$ cat src/design/twa_pkg.sv
`timescale 1ns / 1ps
// ----------------------------------------------------------------------------
// twa_pkg
// Shared constants and types of the trailing window average block.
// ----------------------------------------------------------------------------
package twa_pkg;

   localparam int CHANNELS_DEFAULT   = 32;
   localparam int MAX_WINDOW_DEFAULT = 16;

   localparam int CHANNEL_W = 5;
   localparam int SAMPLE_W  = 24;
   localparam int QUOT_W    = 24;
   localparam int STEP_W    = $clog2(QUOT_W);
   localparam int WLEN_W    = 5;
   localparam int PASS_W    = 6;
   localparam int TDATA_W   = 32;

   localparam int CSR_INDEX_W = 4;
   localparam int CSR_DATA_W  = 8;

   localparam logic [WLEN_W-1:0] WINDOW_RESET      = WLEN_W'(8);
   localparam logic [PASS_W-1:0] PASSTHROUGH_RESET = PASS_W'(3);

   localparam logic [CSR_INDEX_W-1:0] REG_WINDOW_LEN  = CSR_INDEX_W'(0);
   localparam logic [CSR_INDEX_W-1:0] REG_PASSTHROUGH = CSR_INDEX_W'(1);

   typedef enum logic [2:0] {
      ST_IDLE,
      ST_READ,
      ST_UPD,
      ST_DIV,
      ST_DONE
   } twa_state_type;

endpackage

$ cat src/design/twa_divider.sv
`timescale 1ns / 1ps
// ----------------------------------------------------------------------------
// twa_divider
// Radix-2 restoring divider, one quotient bit per cycle. The caller
// guarantees that the quotient fits in QUOT_W bits.
// ----------------------------------------------------------------------------
module twa_divider #(
   parameter int CNTW = 5
) (
   input  logic                          clock,
   input  logic                          reset,
   input  logic                          start,
   input  logic [CNTW+twa_pkg::QUOT_W-1:0] dividend,
   input  logic [CNTW-1:0]               divisor,
   output logic                          done,
   output logic [twa_pkg::QUOT_W-1:0]    quotient
);

   localparam int QW = twa_pkg::QUOT_W;

   logic [CNTW-1:0]           rem_ff,  rem_in;
   logic [QW-1:0]             quot_ff, quot_in;
   logic [CNTW-1:0]           dsr_ff;
   logic [twa_pkg::STEP_W-1:0] count_ff, count_in;
   logic                      busy_ff, busy_in;
   logic                      done_ff, done_in;
   logic [CNTW:0]             rem_sh;
   logic                      ge;

   always_comb begin
      rem_sh   = {rem_ff, quot_ff[QW-1]};
      ge       = rem_sh >= {1'b0, dsr_ff};
      rem_in   = ge ? CNTW'(rem_sh - {1'b0, dsr_ff}) : rem_sh[CNTW-1:0];
      quot_in  = {quot_ff[QW-2:0], ge};
      count_in = count_ff - 1'b1;
      busy_in  = busy_ff && (count_ff != '0);
      done_in  = busy_ff && (count_ff == '0);
   end

   always_ff @(posedge clock) begin
      if (start) begin
         rem_ff  <= dividend[CNTW+QW-1:QW];
         quot_ff <= dividend[QW-1:0];
         dsr_ff  <= divisor;
      end else if (busy_ff) begin
         rem_ff  <= rem_in;
         quot_ff <= quot_in;
      end
   end

   always_ff @(posedge clock) begin
      if (reset) begin
         busy_ff  <= 1'b0;
         done_ff  <= 1'b0;
         count_ff <= '0;
      end else if (start) begin
         busy_ff  <= 1'b1;
         done_ff  <= 1'b0;
         count_ff <= twa_pkg::STEP_W'(QW - 1);
      end else begin
         busy_ff  <= busy_in;
         done_ff  <= done_in;
         if (busy_ff) begin
            count_ff <= count_in;
         end
      end
   end

   assign done     = done_ff;
   assign quotient = quot_ff;

endmodule

$ cat config.mk
export PLATFORM = sky130hd
export DESIGN_NAME = twa_divider
export DESIGN_NICKNAME = d
export VERILOG_FILES = /design/src/design/twa_pkg.sv /design/src/design/twa_divider.sv
export SDC_FILE = /design/constraint.sdc
export NUM_CORES = 1
export LEC_CHECK = 0
export BUFFER_PORTS_ARGS = -buffer_cell sky130_fd_sc_hd__buf_2
export CAP_MARGIN = 20
export CORE_MARGIN = 10
export CORE_UTILIZATION = 40
export DETAILED_ROUTE_END_ITERATION = 8
export PLACE_DENSITY = 0.65
export SYNTH_ARGS = -nofsm -noshare
export SYNTH_HDL_FRONTEND = slang
export SYNTH_SLANG_ARGS = --single-unit
$ cat constraint.sdc
create_clock -name clock -period 2.09 [get_ports clock]
set_input_delay 0.3135 -clock clock [delete_from_list [all_inputs] [get_ports clock]]
set_output_delay 0.3135 -clock clock [all_outputs]
set_load 0.01 [all_outputs]
Yosys cells after proc, flatten, opt, wreduce, memory -nomap -nowiden
Cells that the tools add are included.
{"block": "word_totals", "ff_bits": 41, "elab_cells": 24, "in_bits": 37, "output_inout_bits": 25}
{"block": "classes", "n_reduce_logical": 6, "add_sub_neg": 2, "magnitude_cmp": 1, "n_mux": 8}
{"op": "$mux W24", "count": 2}
{"op": "$mux W5", "count": 5}
{"op": "$ge A6 B5 Y1", "count": 1}
{"op": "$logic_not A5 Y1", "count": 1}
{"op": "$reduce_bool A5 Y1", "count": 1}
{"op": "$sub A5 B1 Y5 const B", "count": 1}
{"op": "$sub A5 B5 Y5", "count": 1}
{"op": "$logic_and A1 B1 Y1", "count": 2}
{"op": "$reduce_bool A2 Y1", "count": 1}
{"op": "$reduce_or A2 Y1", "count": 1}
{"op": "$mux W1", "count": 1}

Longest topological paths before layout
Gate-level depths: netlist (run 1).
{"block": "depth", "ltp_word": 4, "ltp_mapped": 8, "ltp_nobuf": 8}

Worst setup path after synthesis (run 1)
Ideal clock, no wire load.
{"block": "synth_timing", "path_type": "register -> register", "startpoint": "register quot_ff[23], in the netlist quotient[23]", "endpoint": "register rem_ff[0], data pin", "period_less_slack_ps": 1939, "required_ps": 1834, "stages_incl_launch_ff": 9, "path_buffers": 0, "setup_slack_ps": 151, "arrival_time_ps": 1682, "setup_time_ps": 256, "cell_sequence": "edfxtp_1 -> inv_1 -> ha_1 -> inv_1 -> fa_1 -> a21oi_1 -> or2_1 -> a21oi_1 -> o22a_1"}
{"block": "synth_between", "elab_chain_len": 4, "word_cells_on_any_way": 5, "classes_between": "1 x add/sub; 1 x order compare; 3 x mux"}
{"element": "from (decl)", "line": "twa_divider.sv:22", "source": "logic [QW-1:0] quot_ff, quot_in;"}
{"element": "from (signal assigned)", "line": "twa_divider.sv:43", "source": "quot_ff <= dividend[QW-1:0];"}
{"element": "from (signal assigned)", "line": "twa_divider.sv:47", "source": "quot_ff <= quot_in;"}
{"element": "$sub A5 B5 Y5 / $ge A6 B5 Y1 (equally long branches)", "line": "twa_divider.sv:33, twa_divider.sv:32"}
{"element": "$mux W5 (*)", "line": "twa_divider.sv:33", "source": "rem_in = ge ? CNTW'(rem_sh - {1'b0, dsr_ff}) : rem_sh[CNTW-1:0];"}
{"element": "$mux W5 (*)", "line": "twa_divider.sv:45", "source": "end else if (busy_ff) begin"}
{"element": "$mux W5 (*)", "line": "twa_divider.sv:41", "source": "if (start) begin"}
{"element": "to (signal assigned)", "line": "twa_divider.sv:42", "source": "rem_ff <= dividend[CNTW+QW-1:QW];"}
{"element": "to (signal assigned)", "line": "twa_divider.sv:46", "source": "rem_ff <= rem_in;"}
{"element": "to (decl)", "line": "twa_divider.sv:21", "source": "logic [CNTW-1:0] rem_ff, rem_in;"}
Mark *: on every way between the ends. The rest lies on a longest branch, timed or not. The select of a mux whose other input is x is not followed.
A chain may end at the register's enable or synchronous reset.

Final worst setup path (run 1)
{"block": "layout_timing", "startpoint": "register quot_ff[23], in the netlist quotient[23]", "endpoint": "register rem_ff[2], data pin"}
The elaborated chain is that of the path after synthesis.

==> metrics.md, run 1 <==
| Metric | Value |
|---|---|
| Run status | `completed` |
| Min Tclk post-route | `1.98 ns` |
| Hold_sp | `divisor[3]` |
| CTS Buffer Depth | `2` |
| Worst slew pin tran | `a little under 0.7 ns` |
| Asr flop ratio synth | `0%` |
| Post-synth top area share | `between 50% and 60%` |
| Gpl congestion | `0.842` |
| CTS root buf | `clkbuf_8` |
| Top post-synthesis cells by area | `edfxtp_1 (53%), mux2_2 (14%), dfxtp_1 (7.3%), ha_1 (3.9%), a21oi_1 (2.4%)` |
| First element of the critical path | `quotient[23]$_DFFE_PP_` |
| Synth cell types | `32` |
| RSZ-0062 raised after global routing | `false` |
| Syn Area/Cell | `13.9 sq um` |
| Max VDD drop | `~470 uV` |
| DR vias | `between 1000 and 1500` |
| H-tree levels | `2` |
| Syn Inst Count | `138` |
| Number of flops mapped to enable cells by yosys | `34` |
| Worst slew margin | `53.9%` |
| Synth area leader | `edfxtp_1` |
| Max_cap viols | `0` |
| First-pass GRT wire length | `around 7000 microns` |
| Share of cells above drive strength 1 | `47.8%` |
| Nets | `248` |
| Fmax | `506 MHz` |
| Layout area overhead | `25.4%` |
| CTS tree | `built` |
| TritonCTS buffer count | `5` |
| Pleak | `1.00 nW` |
| Synthesis Warnings | `0` |
| Vias per std cell | `slightly above 5` |
| Die area | `0.00795 sq mm` |
| Total GRT Usage | `between 10% and 20%` |
| Setup crit end kind | `flop` |
| Drt initial violations | `103` |
| Total gr overflow | `0` |
| Total wire length | `4210 microns` |
| ANT cells | `0` |
| Top post-synthesis cells by count | `edfxtp_1 (34), mux2_2 (23), a21oi_1 (9), inv_1 (9), dfxtp_1 (7)` |
| Pwr dens | `892 mW/mm^2` |
| Slew Viols, Final | `0` |
| Leading register cell type out of synthesis | `edfxtp_1` |
| R2r startpoint | `quotient[23]$_DFFE_PP_` |
| WS Path Type | `flop to flop` |
| Startpoint Class | `flop` |
| Initial antenna violation count | `0` |
| DRT antenna net count | `0` |
| Syn nets | `between 150 and 200` |
| Die Height | `89.2 microns` |
| Crit path max fanout | `4` |
| Final Hold Viols | `0` |
| Final setup vio count | `0` |
| Cell area after synthesis | `0.00191 sq mm` |
| Register area share after synthesis | `between 60% and 70%` |
| Avg WL per Cell | `16.3 microns` |
| Most frequent cell after synthesis | `edfxtp_1` |
| Initial Utilization | `40.8%` |
| Drt drc | `0` |
| IO Pins | `62` |
| Worst Path Required | `2.13 ns` |
| Pwr Total | `2.14 mW` |
| Port buffer count | `61` |
| Clk_skew | `roughly 0.0066 ns` |
| Fin Setup TNS | `0 ns` |
| Die X-Extent | `89.2 microns` |
| Worst hold-check path type | `input pin to flop` |
| Fin crit share | `between 90% and 100%` |
| TritonRoute pass-1 iters | `6` |
| Clk sinks | `slightly above 40` |
| CTS clk-pin slew, worst paths | `0.08 ns` |
| Worst path arrival time | `2.02 ns` |
| Core area | `around 0.0047 sq mm` |
| Row cnt | `25` |
| DPL Wire Length | `3170 microns` |
| Synth Register Bits | `~40` |
| Clk Latency, worst-skew pair | `around 0.29 ns` |
| Vias in the first global route | `1396` |
| Largest net degree at the start of global routing | `30` |
==> critical path, cell delays in order, from the launching register on <==
cell      delay [ns]
edfxtp_1        0.38
inv_1           0.10
ha_1            0.16
inv_1           0.05
fa_1            0.43
a21oi_2         0.16
nor2_1          0.11
o31ai_1         0.24
o21ai_1         0.09
==> final timing paths <==
path                         endpoint  slack [ns]  depth (start not counted)
setup reg to reg  rem_ff[2]$_DFFE_PP_        0.11                          8
hold reg to reg       done$_SDFF_PP0_        0.48                          1
setup / recovery  rem_ff[2]$_DFFE_PP_        0.11                          8
hold / removal    dsr_ff[3]$_DFFE_PP_        0.20                          1
==> logic make-up after synthesis <==
group	after synthesis	synth area share, %
flops	41	60.7
compound gates	28	9.94
mux	23	13.5
simple gates	20	5.43
buf+inv	13	2.68
fa+ha+maj	7	4.97
xor+xnor	6	2.75
==> metrics by stage <==
stage                     hold slack, ns  util, %  instances  cell area [sq um]  setup WS [ns]
after floorplan                    0.383        -        138               1910          0.151
after global placement             0.460     48.7        251               2280          0.148
after detailed placement           0.466     48.7        251               2280          0.109
after CTS                          0.188     50.9        259               2390          0.102
after global routing               0.176     51.1        259               2400        0.00689
final                              0.195     51.1        259               2400          0.114
==> flip-flops by register name, indices dropped and copies added, names as in the netlist <==
signal,count
rem_ff,5
count_ff,5
done,1
quotient,24
busy_ff,1
dsr_ff,5
==> what timing repair did <==
| item | CTS | global route |
|---|---|---|
| buffers inserted | 0 | 0 |
| resized for setup | 0 | 3 |
| endpoints found under the setup margin | 0 | 5 |
| hold buffers | 0 | 0 |
==> placed cells by master, fill, tap and decap left out, types with 3 or more instances in the layout <==
cell and instances:
buf_2 61, edfxtp_1 34, mux2_2 23, inv_1 9, a21oi_1 8, dfxtp_1 7, ha_1 6, clkbuf_8 5
nand2_1 4, o31ai_1 4, xnor2_1 3, xor2_1 3, a31oi_1 3, nor3_1 3
==> metal layers <==
metal	part of all wire, %	track usage, %	vias up
met2	42	16.0	45
met5	0	0	-
met4	1.3	3.90	0
li1	-	-	654
met3	9.3	5.20	6
met1	47	14.4	620
==> final cells by class <==
type,count,area [sq um]
tap,54,67.6
timing repair buffer,63,320
clock buffer,6,72.6
inverter,9,33.8
multi-input combinational,84,709
sequential,41,1160
clock inverter,2,33.8
fill,431,2290
==> power by group <==
group | total, mW | switching [mW] | internal [mW]
logic | 0.463 | 0.246 | 0.217
clock network | 0.617 | 0.264 | 0.353
registers | 1.06 | 0.0548 | 1.00
total | 2.14 | 0.565 | 1.57
Note: power is estimated with default switching activity, not from simulation.
==> inputs of run 2 (changes only) <==
PLACE_DENSITY = 0.62   (was 0.65)
==> run 2 against run 1 <==
Against the previous run: worst setup slack worse by 0.044 ns; highest routed layer unchanged; first-iteration DRC count down 28%; sequential share of layout area up 0.28 points; via count up 4.2%; critical path type unchanged; clock power shrank 16%; global-route usage rose by 0.67 points.
==> metrics.md, run 2 (synthesis gave the netlist of run 1 again) <==
| Metric | Value |
|---|---|
| TritonCTS buffer count | `5 (unchanged)` |
| First-pass GRT wire length | `7260 microns (+6.7%)` |
| Fin Setup TNS | `0 ns (unchanged)` |
| Die X-Extent | `89.2 microns (unchanged)` |
| Row cnt | `25 (unchanged)` |
| Worst Path Required | `2.13 ns (about the same)` |
| CTS Buffer Depth | `2 (unchanged)` |
| Fin crit share | `96.6% (+2.1 points)` |
| Run status | `completed` |
| Pleak | `0.992 nW (-0.79%)` |
| H-tree levels | `2 (unchanged)` |
| Drt drc | `0 (unchanged)` |
| Worst slew pin tran | `0.702 ns (+0.0101 ns)` |
| Clk_skew | `0.00809 ns (+0.00150 ns)` |
| Max_cap viols | `0 (unchanged)` |
| Core area | `0.00469 sq mm (unchanged)` |
| Slew Viols, Final | `0 (unchanged)` |
| DPL Wire Length | `3390 microns (+6.8%)` |
| Total wire length | `4410 microns (+4.6%)` |
| IO Pins | `62 (unchanged)` |
| Worst hold-check path type | `input pin to flop` |
| Min Hold Slack | `0.198 ns (+0.00298 ns)` |
| Max VDD drop | `479 uV (+2.9%)` |
| Initial Utilization | `40.8% (unchanged)` |
| Die Height | `89.2 microns (unchanged)` |
| Final Hold Viols | `0 (unchanged)` |
| Fmax | `495 MHz (-2.2%)` |
| CTS clk-pin slew, worst paths | `0.08 ns (about the same)` |
| Die area | `0.00795 sq mm (unchanged)` |
| Vias in the first global route | `1513 (+8.4%)` |
| Initial antenna violation count | `0 (unchanged)` |
| Total gr overflow | `0 (unchanged)` |
| Worst slew margin | `53.2% (-0.67 points)` |
| TritonRoute pass-1 iters | `4 (-2)` |
| Crit path max fanout | `4 (unchanged)` |
| Largest net degree at the start of global routing | `30 (unchanged)` |
| Avg WL per Cell | `17.0 microns (+4.6%)` |
| Place WS | `0.0482 ns (-0.0610 ns)` |
| Max reg flops | `24 (unchanged)` |
| CTS tree | `built` |
| Gpl congestion | `0.851 (+1.0%)` |
| Drt initial violations | `74 (-28%)` |
| Vias per std cell | `5.33 (+4.2%)` |
| Port buffer count | `61 (unchanged)` |
| Total GRT Usage | `11.8% (+0.67 points)` |
| Worst path arrival time | `2.06 ns (+0.04 ns)` |
| Final setup vio count | `0 (unchanged)` |
| Nets | `248 (unchanged)` |
| DRT antenna net count | `0 (unchanged)` |
| R2R depth | `5 (-3)` |
| Startpoint Class | `flop` |
| Setup crit end kind | `flop` |
| CTS root buf | `clkbuf_8` |
| Most frequent cells in the layout | `buf_2 (61), edfxtp_1 (34), mux2_2 (23)` |
| Commonest non-fill, non-tap cell in the layout | `buf_2` |
| Layout area overhead | `24.7%` |
| Clk sinks | `41 (unchanged)` |
| Hold Crit Depth | `1 (unchanged)` |
| Fill cells | `438 (+1.6%)` |
| DR vias | `1381 (+4.2%)` |
| WS Path Type | `flop to flop` |
| ANT cells | `0 (unchanged)` |
| Post-route setup slack | `0.0701 ns (-0.0436 ns)` |
| Pwr dens | `860 mW/mm^2 (-3.6%)` |
| Share of cells above drive strength 1 | `48.3% (+0.49 points)` |
| Clk Latency, worst-skew pair | `0.28 ns (about the same)` |
| Min Tclk post-route | `2.02 ns (+0.0436 ns)` |
-- run 2: cell types whose count changed in the layout (fill, tap and decap cells not counted), sizes merged --
cell / before / now
clkinv: 1 / 0
clkbuf: 6 / 8
bufinv: 1 / 0
-- run 2: through the flow --
step	std cells	cell area [sq um]	total power, mW	utilization, %
2_1_floorplan	138	1910	1.37	-
3_3_place_gp	251	2280	1.52	48.7
3_5_place_dp	251	2280	1.54	48.7
4_1_cts	259	2370	2.06	50.6
5_1_grt	259	2380	2.18	50.8
6_report	259	2380	2.05	50.8
-- run 2: worst paths after layout --
check | startpoint | to | slack [ns]
max | rem_ff[2]$_DFFE_PP_ | rem_ff[2]$_DFFE_PP_ | 0.07
min | divisor[2] | dsr_ff[2]$_DFFE_PP_ | 0.20
max reg2reg | rem_ff[2]$_DFFE_PP_ | rem_ff[2]$_DFFE_PP_ | 0.07
min reg2reg | count_ff[4]$_SDFFE_PP0P_ | done$_SDFF_PP0_ | 0.47
-- run 2: power by group --
group / internal, mW / switching, mW / total, mW
Clock: 0.269 / 0.250 / 0.520
Combinational: 0.219 / 0.251 / 0.470
Sequential: 1.01 / 0.0559 / 1.06
Total: 1.49 / 0.558 / 2.05
-- run 2: layer usage --
metal | global-route usage (%) | part of all wire (%) | wire (microns)
met1 | 13.4 | 39 | 1720
met2 | 17.9 | 45 | 2000
met3 | 6.56 | 13 | 556
met4 | 5.20 | 3.1 | 136
met5 | 0 | 0 | 0
-- run 2: repair_timing --
item,CTS,global route
endpoints found under the setup margin,0,5
resized for setup,0,4
buffers inserted,0,0
hold buffers,0,0
-- run 2: final cells by class --
class | instances | area, sq um | share of cell area (%)
repair buffers | 63 | 320 | 13.4
flip-flops and latches | 41 | 1160 | 48.7
multi-input cells | 84 | 712 | 29.9
well taps | 54 | 67.6 | 2.83
clock buffers | 8 | 90.1 | 3.78
inverters | 9 | 33.8 | 1.42
-- run 2: critical path, stage by stage (launching register included) --
cell      delay (ns)
edfxtp_1        0.41
ha_1            0.37
a21o_1          0.23
a211o_1         0.36
o31ai_1         0.32
o21ai_1         0.09
